File: src/design/rsn_pkg.sv
// Package with shared types and constants of the radar sample normalizer.
`timescale 1ns / 1ps

package rsn_pkg;

    localparam int SMP_W      = 48;
    localparam int PROD_W     = 24;
    localparam int DEN_W      = 33;
    localparam int MULT_W     = 9;
    localparam int DIVIDEND_W = 52;
    localparam int DIVISOR_W  = 44;
    localparam int QUOT_W     = 41;
    localparam int RES_W      = 50;
    localparam int CFG_DATA_W = 16;
    localparam int CFG_IDX_W  = 3;

    localparam logic [2:0]        REGION_LOW  = 3'd3;
    localparam logic [MULT_W-1:0] DIV_LOW     = 9'd306;
    localparam logic [MULT_W-1:0] DIV_HIGH    = 9'd316;
    localparam logic [MULT_W-1:0] DIV_RF      = 9'd1;
    localparam logic [11:0]       DAC_SPAN    = 12'd2048;

    typedef enum logic [CFG_IDX_W-1:0] {
        CFG_DDC_ENABLE  = 3'd0,
        CFG_REGION      = 3'd1,
        CFG_DAC_STEP    = 3'd2,
        CFG_PULSES      = 3'd3,
        CFG_ITERATIONS  = 3'd4,
        CFG_DAC_MIN     = 3'd5,
        CFG_DAC_MAX     = 3'd6
    } cfg_idx_t;

    typedef struct packed {
        logic        ddc_enable;
        logic [2:0]  region_code;
        logic [1:0]  dac_step_log2;
        logic [15:0] pulses_per_step;
        logic [7:0]  sweep_iterations;
        logic [10:0] dac_min;
        logic [10:0] dac_max;
    } cfg_t;

endpackage

File: src/design/radar_sample_normalizer.sv
// Top level of the radar sample normalizer: sequencer, operand setup and result stage.
`timescale 1ns / 1ps

// Each sample beat goes from acceptance to the result register through the
// two multiplies that build the divisor, the start of the divider, the
// bit-serial divider that is shared by every sample, the step in which the
// divider reports completion, and the load of the result. The input is not
// ready again until the result is loaded, so a new sample is accepted only
// after the previous result has been loaded. A sample with a zero iteration
// or pulse count skips the arithmetic and goes straight to the final state,
// where it is loaded into the result register. The output register lets a
// finished result wait for the consumer while the next sample is accepted;
// a second result waits in its final state until the first one is taken.

module radar_sample_normalizer
    import rsn_pkg::*;
#(
    parameter int FRAC_BITS = 16
)
(
    input  logic                  aclk,
    input  logic                  aresetn,
    input  logic                  cfg_valid,
    output logic                  cfg_ready,
    input  logic [CFG_IDX_W-1:0]  cfg_index,
    input  logic [CFG_DATA_W-1:0] cfg_data,
    input  logic                  s_tvalid,
    output logic                  s_tready,
    input  logic [47:0]           s_tdata,   // [47:0] sample
    input  logic                  s_tlast,
    output logic                  m_tvalid,
    input  logic                  m_tready,
    output logic [47:0]           m_tdata,   // [47:0] normalized
    output logic [1:0]            m_tuser,   // [0] saturated, [1] config_error
    output logic                  m_tlast
);

    typedef enum logic [5:0] {
        ST_IDLE = 6'b000001,
        ST_MUL1 = 6'b000010,
        ST_MUL2 = 6'b000100,
        ST_DIVS = 6'b001000,
        ST_DIVW = 6'b010000,
        ST_FIN  = 6'b100000
    } state_t;

    cfg_t cfg;

    state_t            state_reg;
    state_t            state_next;
    logic [SMP_W-1:0]  mag_reg;
    logic              neg_reg;
    logic              last_reg;
    logic              odd_item_reg;
    logic              err_reg;
    logic              odd_reg;
    logic              odd_next;
    logic [PROD_W-1:0] prod_reg;
    logic [DEN_W-1:0]  den_reg;
    logic              m_tvalid_reg;
    logic              m_tvalid_next;
    logic [47:0]       m_tdata_reg;
    logic [1:0]        m_tuser_reg;
    logic              m_tlast_reg;

    logic                  in_beat;
    logic                  out_load;
    logic                  cfg_zero;
    logic [SMP_W-1:0]      x_mag;
    logic [MULT_W-1:0]     mult;
    logic [50:0]           num;
    logic [DIVIDEND_W-1:0] dividend;
    logic [DIVISOR_W-1:0]  divisor;
    logic                  div_start;
    logic                  div_done;
    logic [QUOT_W-1:0]     quo;
    logic [RES_W-1:0]      q_ext;
    logic [RES_W-1:0]      sq;
    logic [11:0]           dac_diff;
    logic [RES_W-1:0]      offset;
    logic [RES_W-1:0]      res;
    logic                  res_sat;
    logic [47:0]           res_clamped;

    rsn_cfg_regs u_cfg (
        .aclk      (aclk),
        .aresetn   (aresetn),
        .cfg_valid (cfg_valid),
        .cfg_ready (cfg_ready),
        .cfg_index (cfg_index),
        .cfg_data  (cfg_data),
        .cfg       (cfg)
    );

    rsn_divider u_div (
        .aclk     (aclk),
        .aresetn  (aresetn),
        .start    (div_start),
        .dividend (dividend),
        .divisor  (divisor),
        .done     (div_done),
        .quotient (quo)
    );

    assign s_tready = (state_reg == ST_IDLE);
    assign in_beat  = s_tvalid && s_tready;
    assign out_load = (state_reg == ST_FIN) && (!m_tvalid_reg || m_tready);
    assign cfg_zero = (cfg.sweep_iterations == 8'd0) || (cfg.pulses_per_step == 16'd0);
    assign x_mag    = s_tdata[47] ? (~s_tdata + 1'b1) : s_tdata;

    always_comb begin
        if (cfg.ddc_enable) begin
            mult = (cfg.region_code == REGION_LOW) ? DIV_LOW : DIV_HIGH;
        end else begin
            mult = DIV_RF;
        end
    end

    assign num       = 51'(mag_reg) << cfg.dac_step_log2;
    assign dividend  = {num, 1'b0} + DIVIDEND_W'({den_reg, 10'b0});
    assign divisor   = {den_reg, 11'b0};
    assign div_start = (state_reg == ST_DIVS);

    assign q_ext    = RES_W'(quo);
    assign sq       = neg_reg ? (~q_ext + 1'b1) : q_ext;
    assign dac_diff = DAC_SPAN + 12'(cfg.dac_min) - 12'(cfg.dac_max);
    assign offset   = RES_W'(dac_diff) << (FRAC_BITS - 1);

    always_comb begin
        if (cfg.ddc_enable) begin
            res = odd_item_reg ? (~sq + 1'b1) : sq;
        end else begin
            res = sq + offset;
        end
        res_sat     = !((res[RES_W-1:47] == 3'b000) || (res[RES_W-1:47] == 3'b111));
        res_clamped = res[47:0];
        if (res_sat) begin
            res_clamped = res[RES_W-1] ? {1'b1, 47'd0} : {1'b0, {47{1'b1}}};
        end
    end

    always_comb begin
        state_next = state_reg;
        case (state_reg)
            ST_IDLE: begin
                if (in_beat) begin
                    state_next = cfg_zero ? ST_FIN : ST_MUL1;
                end
            end
            ST_MUL1: state_next = ST_MUL2;
            ST_MUL2: state_next = ST_DIVS;
            ST_DIVS: state_next = ST_DIVW;
            ST_DIVW: begin
                if (div_done) begin
                    state_next = ST_FIN;
                end
            end
            ST_FIN: begin
                if (out_load) begin
                    state_next = ST_IDLE;
                end
            end
            default: state_next = ST_IDLE;
        endcase
    end

    always_comb begin
        odd_next = odd_reg;
        if (in_beat) begin
            odd_next = s_tlast ? 1'b0 : !odd_reg;
        end
        m_tvalid_next = m_tvalid_reg;
        if (out_load) begin
            m_tvalid_next = 1'b1;
        end else if (m_tready) begin
            m_tvalid_next = 1'b0;
        end
    end

    always_ff @(posedge aclk) begin
        if (!aresetn) begin
            state_reg    <= ST_IDLE;
            odd_reg      <= 1'b0;
            m_tvalid_reg <= 1'b0;
        end else begin
            state_reg    <= state_next;
            odd_reg      <= odd_next;
            m_tvalid_reg <= m_tvalid_next;
        end
    end

    always_ff @(posedge aclk) begin
        if (in_beat) begin
            mag_reg      <= x_mag;
            neg_reg      <= s_tdata[47];
            last_reg     <= s_tlast;
            odd_item_reg <= odd_reg;
            err_reg      <= cfg_zero;
        end
        if (state_reg == ST_MUL1) begin
            prod_reg <= PROD_W'(cfg.sweep_iterations) * PROD_W'(cfg.pulses_per_step);
        end
        if (state_reg == ST_MUL2) begin
            den_reg <= DEN_W'(prod_reg) * DEN_W'(mult);
        end
        if (out_load) begin
            m_tdata_reg <= err_reg ? 48'd0 : res_clamped;
            m_tuser_reg <= {err_reg, err_reg ? 1'b0 : res_sat};
            m_tlast_reg <= last_reg;
        end
    end

    assign m_tvalid = m_tvalid_reg;
    assign m_tdata  = m_tdata_reg;
    assign m_tuser  = m_tuser_reg;
    assign m_tlast  = m_tlast_reg;

endmodule

File: src/design/rsn_cfg_regs.sv
// Configuration register file of the radar sample normalizer.
`timescale 1ns / 1ps

module rsn_cfg_regs
    import rsn_pkg::*;
(
    input  logic                  aclk,
    input  logic                  aresetn,
    input  logic                  cfg_valid,
    output logic                  cfg_ready,
    input  logic [CFG_IDX_W-1:0]  cfg_index,
    input  logic [CFG_DATA_W-1:0] cfg_data,
    output cfg_t                  cfg
);

    cfg_t cfg_reg;
    cfg_t cfg_next;

    assign cfg_ready = 1'b1;
    assign cfg       = cfg_reg;

    always_comb begin
        cfg_next = cfg_reg;
        if (cfg_valid) begin
            case (cfg_idx_t'(cfg_index))
                CFG_DDC_ENABLE: cfg_next.ddc_enable       = cfg_data[0];
                CFG_REGION:     cfg_next.region_code      = cfg_data[2:0];
                CFG_DAC_STEP:   cfg_next.dac_step_log2    = cfg_data[1:0];
                CFG_PULSES:     cfg_next.pulses_per_step  = cfg_data[15:0];
                CFG_ITERATIONS: cfg_next.sweep_iterations = cfg_data[7:0];
                CFG_DAC_MIN:    cfg_next.dac_min          = cfg_data[10:0];
                CFG_DAC_MAX:    cfg_next.dac_max          = cfg_data[10:0];
                default:        cfg_next = cfg_reg;
            endcase
        end
    end

    always_ff @(posedge aclk) begin
        if (!aresetn) begin
            cfg_reg.ddc_enable       <= 1'b0;
            cfg_reg.region_code      <= 3'd3;
            cfg_reg.dac_step_log2    <= 2'd0;
            cfg_reg.pulses_per_step  <= 16'd1;
            cfg_reg.sweep_iterations <= 8'd1;
            cfg_reg.dac_min          <= 11'd0;
            cfg_reg.dac_max          <= 11'd2047;
        end else begin
            cfg_reg <= cfg_next;
        end
    end

endmodule

File: src/design/rsn_divider.sv
// Restoring divider that produces one quotient bit per cycle.
`timescale 1ns / 1ps

module rsn_divider
    import rsn_pkg::*;
(
    input  logic                  aclk,
    input  logic                  aresetn,
    input  logic                  start,
    input  logic [DIVIDEND_W-1:0] dividend,
    input  logic [DIVISOR_W-1:0]  divisor,
    output logic                  done,
    output logic [QUOT_W-1:0]     quotient
);

    localparam int CNT_W = $clog2(QUOT_W + 1);

    logic [DIVISOR_W-1:0] rem_reg;
    logic [DIVISOR_W-1:0] rem_next;
    logic [QUOT_W-1:0]    quo_reg;
    logic [QUOT_W-1:0]    quo_next;
    logic [DIVISOR_W-1:0] dvs_reg;
    logic [CNT_W-1:0]     cnt_reg;
    logic [CNT_W-1:0]     cnt_next;
    logic                 busy_reg;
    logic                 busy_next;
    logic                 done_reg;
    logic                 done_next;
    logic [DIVISOR_W:0]   trial;
    logic [DIVISOR_W:0]   diff;
    logic                 qbit;

    assign trial    = {rem_reg, quo_reg[QUOT_W-1]};
    assign diff     = trial - {1'b0, dvs_reg};
    assign qbit     = (trial >= {1'b0, dvs_reg});
    assign done     = done_reg;
    assign quotient = quo_reg;

    // The top bits of the dividend start as the remainder; they are known
    // to be below the divisor, so only the low bits produce quotient bits.
    always_comb begin
        rem_next  = rem_reg;
        quo_next  = quo_reg;
        cnt_next  = cnt_reg;
        busy_next = busy_reg;
        done_next = 1'b0;
        if (start) begin
            rem_next  = DIVISOR_W'(dividend[DIVIDEND_W-1:QUOT_W]);
            quo_next  = dividend[QUOT_W-1:0];
            cnt_next  = CNT_W'(QUOT_W);
            busy_next = 1'b1;
        end else if (busy_reg) begin
            rem_next = qbit ? diff[DIVISOR_W-1:0] : trial[DIVISOR_W-1:0];
            quo_next = {quo_reg[QUOT_W-2:0], qbit};
            cnt_next = cnt_reg - 1'b1;
            if (cnt_reg == CNT_W'(1)) begin
                busy_next = 1'b0;
                done_next = 1'b1;
            end
        end
    end

    always_ff @(posedge aclk) begin
        if (!aresetn) begin
            busy_reg <= 1'b0;
            done_reg <= 1'b0;
            cnt_reg  <= '0;
        end else begin
            busy_reg <= busy_next;
            done_reg <= done_next;
            cnt_reg  <= cnt_next;
        end
    end

    always_ff @(posedge aclk) begin
        rem_reg <= rem_next;
        quo_reg <= quo_next;
        if (start) begin
            dvs_reg <= divisor;
        end
    end

endmodule

File: config.mk
export PLATFORM = sky130hd
export DESIGN_NAME = radar_sample_normalizer
export DESIGN_NICKNAME = d
export VERILOG_FILES = /design/src/design/rsn_pkg.sv /design/src/design/radar_sample_normalizer.sv /design/src/design/rsn_cfg_regs.sv /design/src/design/rsn_divider.sv
export SDC_FILE = /design/constraint.sdc
export NUM_CORES = 1
export LEC_CHECK = 0
export BUFFER_PORTS_ARGS = -buffer_cell sky130_fd_sc_hd__buf_2
export CORE_UTILIZATION = 50
export CTS_CLUSTER_DIAMETER = 50
export DETAILED_ROUTE_END_ITERATION = 6
export PLACE_DENSITY = 0.68
export SLEW_MARGIN = 20
export SYNTH_ARGS = -nofsm -noshare
export SYNTH_HDL_FRONTEND = slang
export SYNTH_SLANG_ARGS = --single-unit
export TNS_END_PERCENT = 20
File: constraint.sdc
create_clock -name aclk -period 6.9 [get_ports aclk]
set_clock_uncertainty 0.05 [all_clocks]
set_input_delay 0.69 -clock aclk [delete_from_list [all_inputs] [get_ports aclk]]
set_output_delay 0.69 -clock aclk [all_outputs]
set_load 0.02 [all_outputs]
==> results of run 1 <==
## power groups by stage
stage / clock [mW] / combinational (mW) / sequential, mW
detailed placement: 0 / 1.52 / 2.52
CTS: 2.42 / 1.54 / 2.48
finish: 2.37 / 1.53 / 2.49
global placement: 0 / 1.51 / 2.52
global route: 2.50 / 1.71 / 2.50
floorplan: 0 / 1.17 / 2.47
## through the flow
stage,utilization,cell area (µm²),power (mW),std cells
2_1_floorplan,-,30600,3.63,3308
3_3_place_gp,0.529,32000,4.03,4112
3_5_place_dp,0.529,32000,4.05,4112
4_1_cts,0.555,33500,6.44,4196
5_1_grt,0.555,33500,6.71,4196
6_report,0.555,33500,6.39,4197
## logic make-up (layout without fill, tap and decap cells)
| logic type | Yosys count | count (layout) |
|---|---|---|
| xor+xnor | 249 | 249 |
| flops | 346 | 346 |
| mux | 83 | 83 |
| simple gates | 959 | 959 |
| other cells | 1 | 2 |
| buf+inv | 557 | 663 |
| fa+ha+maj | 402 | 402 |
| compound gates | 711 | 711 |
## cells in the mapped netlist, drive strengths merged, types with 20 or more instances
| cell | n | area [µm²] |
|---|---|---|
| fa | 197 | 3940 |
| and2 | 111 | 694 |
| edfxtp | 245 | 7360 |
| nand2b | 27 | 169 |
| xor2 | 86 | 753 |
| dfxtp | 101 | 2020 |
| or4 | 25 | 199 |
| o21ai | 225 | 1130 |
| clkbuf | 127 | 477 |
| xnor2 | 163 | 1430 |
| nor3 | 40 | 200 |
| a21o | 57 | 428 |
| o41ai | 26 | 235 |
| or3 | 33 | 223 |
| o211ai | 23 | 173 |
| a211oi | 20 | 150 |
| nor4 | 33 | 221 |
| nand4 | 30 | 188 |
| a21boi | 46 | 345 |
| mux4 | 28 | 631 |
| nor2 | 140 | 526 |
| ha | 205 | 2560 |
| mux2i | 43 | 430 |
| o31ai | 39 | 293 |
| inv | 418 | 1570 |
| a21oi | 163 | 816 |
| nand2 | 378 | 1420 |
| nor2b | 41 | 257 |
| nand3 | 40 | 200 |
## worst max-delay path, delay by kind of cell, from the launching register on
kind,cells,cell delay (ns)
AO/OA/AOI/OAI,8,1.52
XOR/XNOR,1,0.16
adder cells (fa/ha/maj),5,2.39
buffers and inverters,4,0.21
flip-flops,1,0.31
AND/OR/NAND/NOR,4,1.43
## final cells by class
cell class / count / area (µm²)
well taps: 782 / 978
flip-flops and latches: 346 / 9380
multi-input cells: 2405 / 19100
clock buffers: 53 / 1210
fillers: 5418 / 26900
diodes: 1 / 2.50
clock inverters: 31 / 308
inverters: 418 / 1570
repair buffers: 161 / 896
## worst paths after layout
| check | slack, ns | depth (start not counted) | start | endpoint |
|---|---|---|---|---|
| hold reg to reg | 0.37 | 0 | last_reg | m_tlast |
| hold / removal | 0.24 | 1 | s_tlast | last_reg |
| setup reg to reg | 0.59 | 22 | u_cfg.cfg[49] | den_reg[29] |
| setup / recovery | 0.59 | 22 | u_cfg.cfg[49] | den_reg[29] |
## per-layer routing
layer | GRT usage | vias to the layer above | wire length, µm
met5 | 0 | - | 26
met4 | 0.0730 | 4 | 1850
met3 | 0.0315 | 117 | 2990
met2 | 0.406 | 474 | 35800
met1 | 0.311 | 11318 | 32500
li1 | - | 11560 | -
==> reports/results.ini, run 1 <==
[timing]
hold_violations = 0
rsz0062_at_grt = false
setup_ws_ns = 0.593
holdWs_ns = 0.242
slew_violations = 0
setup_viol = 0
worstMarginPinSlew_ns = 0.979
relSlewSlack = 0.347
fin_setup_tns_ns = 0
min_period_ns = 6.31
finalCritPeriodShare = 0.914
max_freq_mhz = 159

[worst_setup_path]
arrival_ns = 6.58
critPathKind = flop to flop
worstPathRequired_ns = 7.17
max_stage_delay_ns = 0.58
worstPathCellList = nand2_1, or2_1, and2_1, inv_1, fa_1, inv_1, fa_1, fa_1, inv_1, fa_1, inv_1, ha_1, a21o_1, a21oi_1, a21boi_0, a211oi_1, or3b_2, o311ai_0, a21oi_1, o21ai_0, o221ai_1, xnor2_1
crit_path_end_kind = flop
crit_fanout = 24
worstSetupStartpointType = flop
critPathSlowestCell = or2_1

[pwr]
pwr-share-comb = 0.240
pwr-share-clk = 0.371
power.density_mw_per_mm2 = 191
power_frac_seq = 0.389
peakVddDrop_uv = 168
switching_share = 0.307
leakagePower_nw = 14.6
switching_power_mw = 1.96
internal-power_mw = 4.43

[drt]
dr.first_iter.drc_count = 1551
vias_per_cell = 5.59
postRouteAntennaNets = 0
wl_per_cell_um = 17.4
vias = 23473
firstDrtPassIters = 5
drt-total-wl_um = 73100
drc = 0

[synth]
synth_top_family_by_area = adder cells
yosys_warnings = 0
synth_mux_area_frac = 0.0391
yosysSeqAreaShare = 0.307
synthCells = 3308
synthXorXnorAreaFrac = 0.0713
ys_ff_latch = 346
synth_cell_types = 77
netlist_area_mm2 = 0.0306
syn_avg_cell_area_um2 = 9.24
synth_ff_type = edfxtp_1
syn-num-nets = 3783
synth_edf_count = 245
synthSimpleGateAreaFrac = 0.155
synthArstFlopShare = 0
synth_compound_area_frac = 0.146
synth_adder_area_share = 0.213

[global_route]
antenna_found_initial = 3
grt_pass1_wl_um = 120000
track_usage = 0.237
grt_overflow = 0
grt_start_max_net_pins = 112
grt_pass1_vias = 23180

[cts]
cts_tree = built
clockBufferDepth = 3
cts_buffers = 45
htreeDepth = 2
cts_root_buffer = clkbuf_16
postCtsHoldBufs = 0
post_cts_resized = 0
clk_latency_ns = 0.59
clock-sinks = 346
clk_pin_slew_worst_paths_ns = 0.06
postCtsSetupBuffers = 0

[floorplanning]
die_w_um = 249
dieArea_mm2 = 0.0622
io_pins = 127
num_rows = 90
start_util = 0.507
core_area_mm2 = 0.0604
die_height_um = 249

[placement]
hpwl_um = 56300
place_ws_ns = 0.626
gp_congestion = 0.920
portBuffers = 125

[layout]
layout-drive-gt1-share = 0.0940
finalNetCount = 3852
layout_common_cells = inv_1 (417), nand2_1 (376), edfxtp_1 (245)
area.growth.synth_to_final_pct = 9.46
largest_reg_flops = 52
final_common_cell = inv_1

[run]
max_cap_violations = 0

[status]
status = finished clean

[min_path]
min_path_type = primary input to flop

No activity file was read; power rests on OpenSTA's default activity.
==> run 2: changes to the inputs <==
--- a/config.mk
+++ b/config.mk
@@ -6,10 +6,10 @@
 export NUM_CORES = 1
 export LEC_CHECK = 0
 export BUFFER_PORTS_ARGS = -buffer_cell sky130_fd_sc_hd__buf_2
-export CORE_UTILIZATION = 50
+export CORE_UTILIZATION = 56
 export CTS_CLUSTER_DIAMETER = 50
 export DETAILED_ROUTE_END_ITERATION = 6
-export PLACE_DENSITY = 0.68
+export PLACE_DENSITY = 0.74
 export SLEW_MARGIN = 20
 export SYNTH_ARGS = -nofsm -noshare
 export SYNTH_HDL_FRONTEND = slang
==> run 2 against run 1 <==
Against the previous run:
- power is 2.7% higher
- clock power is 7% higher
- critical path depth is 1 lower
- non-clock buffer count is 9 lower
- clock-buffer cell count is 7 higher
- sequential share of layout area hardly changed
- maximum frequency hardly changed
- final cell count is 2.1% lower
- die area is 11% lower
- final area hardly changed
- critical path type unchanged
- largest power group is now the clock network
==> reports/results.ini, run 2 (synthesis results as in run 1) <==
[status]
status = finished clean

[layout]
finalNetCount = 3847  ; -0.13%
layout-drive-gt1-share = 0.0923  ; -0.00168
area.growth.synth_to_final_pct = 9.47  ; about the same
largest_reg_flops = 52  ; unchanged
layout_common_cells = inv_1 (417), nand2_1 (375), edfxtp_1 (245)
final_core_util = 0.621  ; +0.0662
final_common_cell = inv_1

[run]
max_cap_violations = 0  ; unchanged

[cts]
cts_buffers = 49  ; +8.9%
clk_pin_slew_worst_paths_ns = 0.05  ; about the same
clk_latency_ns = 0.61  ; +0.02 ns
clock-sinks = 346  ; unchanged
cts_tree = built
cts_root_buffer = clkbuf_16
postCtsHoldBufs = 0  ; unchanged
clockBufferDepth = 3  ; unchanged
htreeDepth = 2  ; unchanged

[min_path]
hold_depth = 1  ; unchanged
hold_start = s_tlast
holdPathEnd = last_reg
min_path_type = primary input to flop

[timing]
worstMarginPinSlew_ns = 1.13  ; +0.152 ns
min_period_ns = 6.31  ; -0.000438 ns
rsz0062_at_grt = false
relSlewSlack = 0.236  ; -0.111
slew_violations = 0  ; unchanged
max_freq_mhz = 159  ; about the same
hold_violations = 0  ; unchanged
setup_viol = 0  ; unchanged
fin_setup_tns_ns = 0  ; unchanged
finalCritPeriodShare = 0.914  ; about the same

[worst_setup_path]
crit_start = u_cfg.cfg[51]
crit_path_end_kind = flop
r2r_start = u_cfg.cfg[51]
worstSetupStartpointType = flop
r2r_slack_ns = 0.59  ; about the same
worstPathRequired_ns = 7.18  ; about the same
crit_fanout = 31  ; +29%
critPathKind = flop to flop
rr_endpoint = den_reg[29]
arrival_ns = 6.59  ; about the same
rr_worst_depth = 21  ; -4.5%

[drt]
wl_per_cell_um = 18.1  ; +4.1%
drc = 0  ; unchanged
vias = 24192  ; +3.1%
dr.first_iter.drc_count = 1902  ; +23%
postRouteAntennaNets = 0  ; unchanged
firstDrtPassIters = 5  ; unchanged
drt-total-wl_um = 74500  ; +1.9%
vias_per_cell = 5.89  ; +5.3%

[floorplanning]
core_area_mm2 = 0.0539  ; -11%
io_pins = 127  ; unchanged
start_util = 0.567  ; +0.0605
dieArea_mm2 = 0.0555  ; -11%
num_rows = 85  ; -5.6%
die_height_um = 236  ; -5.5%
die_w_um = 236  ; -5.5%

[global_route]
grt_pass1_vias = 24104  ; +4.0%
grt_start_max_net_pins = 112  ; unchanged
track_usage = 0.268  ; +0.0317
antenna_found_initial = 1  ; -2
grt_overflow = 0  ; unchanged
grt_pass1_wl_um = 122000  ; +1.8%

[placement]
gp_congestion = 0.952  ; +3.4%
portBuffers = 125  ; unchanged
hpwl_um = 56900  ; +1.0%

[pwr]
peakVddDrop_uv = 189  ; +12%
leakagePower_nw = 14.6  ; +0.15%
power.density_mw_per_mm2 = 196  ; +2.7%

[run 2: changes by cell type in the layout (fill, tap and decap cells not counted), moves of 2 or more]
cell	delta
buf_4	-10
clkbuf_16	+3
clkinv_16	+2
clkbuf_1	+4
inv_6	-4
clkinv_4	+3
[run 2: stage by stage]
step / std cells / total power [mW] / worst slack (ns) / cell area, µm² / hold WS, ns
global placement: 4017 / 3.99 / 0.761 / 31800 / 0.353
floorplan: 3308 / 3.63 / 0.960 / 30600 / 0.350
finish: 4108 / 6.56 / 0.593 / 33500 / 0.249
global route: 4108 / 6.86 / 0.0468 / 33500 / 0.231
CTS: 4107 / 6.59 / 0.536 / 33500 / 0.225
detailed placement: 4017 / 4.03 / 0.577 / 31800 / 0.377
[run 2: repair_timing]
action	4_1_cts	5_1_grt
resized for setup	0	3
buffers inserted	0	0
endpoints found under the setup margin	0	38
[run 2: cell type report]
class                      count  area (µm²)
clock inverter                30         369
multi-input combinational   2405       19100
sequential                   346        9390
tap                          696         871
antenna                        1        2.50
timing repair buffer         152         841
inverter                     418        1570
clock buffer                  60        1300
fill                        4477       20400
[run 2: routing by layer]
layer | share of wire | track usage | routed length, µm
met1 | 0.42 | 0.347 | 31500
met2 | 0.48 | 0.457 | 36100
met3 | 0.057 | 0.0328 | 4260
met4 | 0.036 | 0.110 | 2650
met5 | 0 | 0 | 0
[run 2: worst max-delay path, stage by stage, from the launching register on]
cell      delay, ns
dfxtp_4        0.50
and2_1         0.32
and2_1         0.22
inv_1          0.08
fa_1           0.53
inv_1          0.05
fa_1           0.47
fa_1           0.50
inv_1          0.06
fa_1           0.53
inv_1          0.04
ha_1           0.37
a21o_1         0.15
a21oi_1        0.08
a21boi_0       0.25
a211oi_1       0.09
or3b_2         0.50
o311ai_0       0.35
a21oi_1        0.20
o21ai_0        0.34
o221ai_1       0.21
xnor2_1        0.16
[run 2: worst max-delay path by stage]
stage	depth (start not counted)	to	slack (ns)
after floorplan	23	den_reg[29]	0.96
after global placement	21	den_reg[29]	0.76
after detailed placement	19	m_tdata[23]	0.58
after CTS	19	m_tdata[23]	0.54
after global routing	20	m_tdata[27]	0.05
final	21	den_reg[29]	0.59
[run 2: report_power, final]
group	switching, mW	internal, mW
Sequential	0.113	2.37
Clock	0.997	1.55
Combinational	0.899	0.633
Total	2.01	4.55
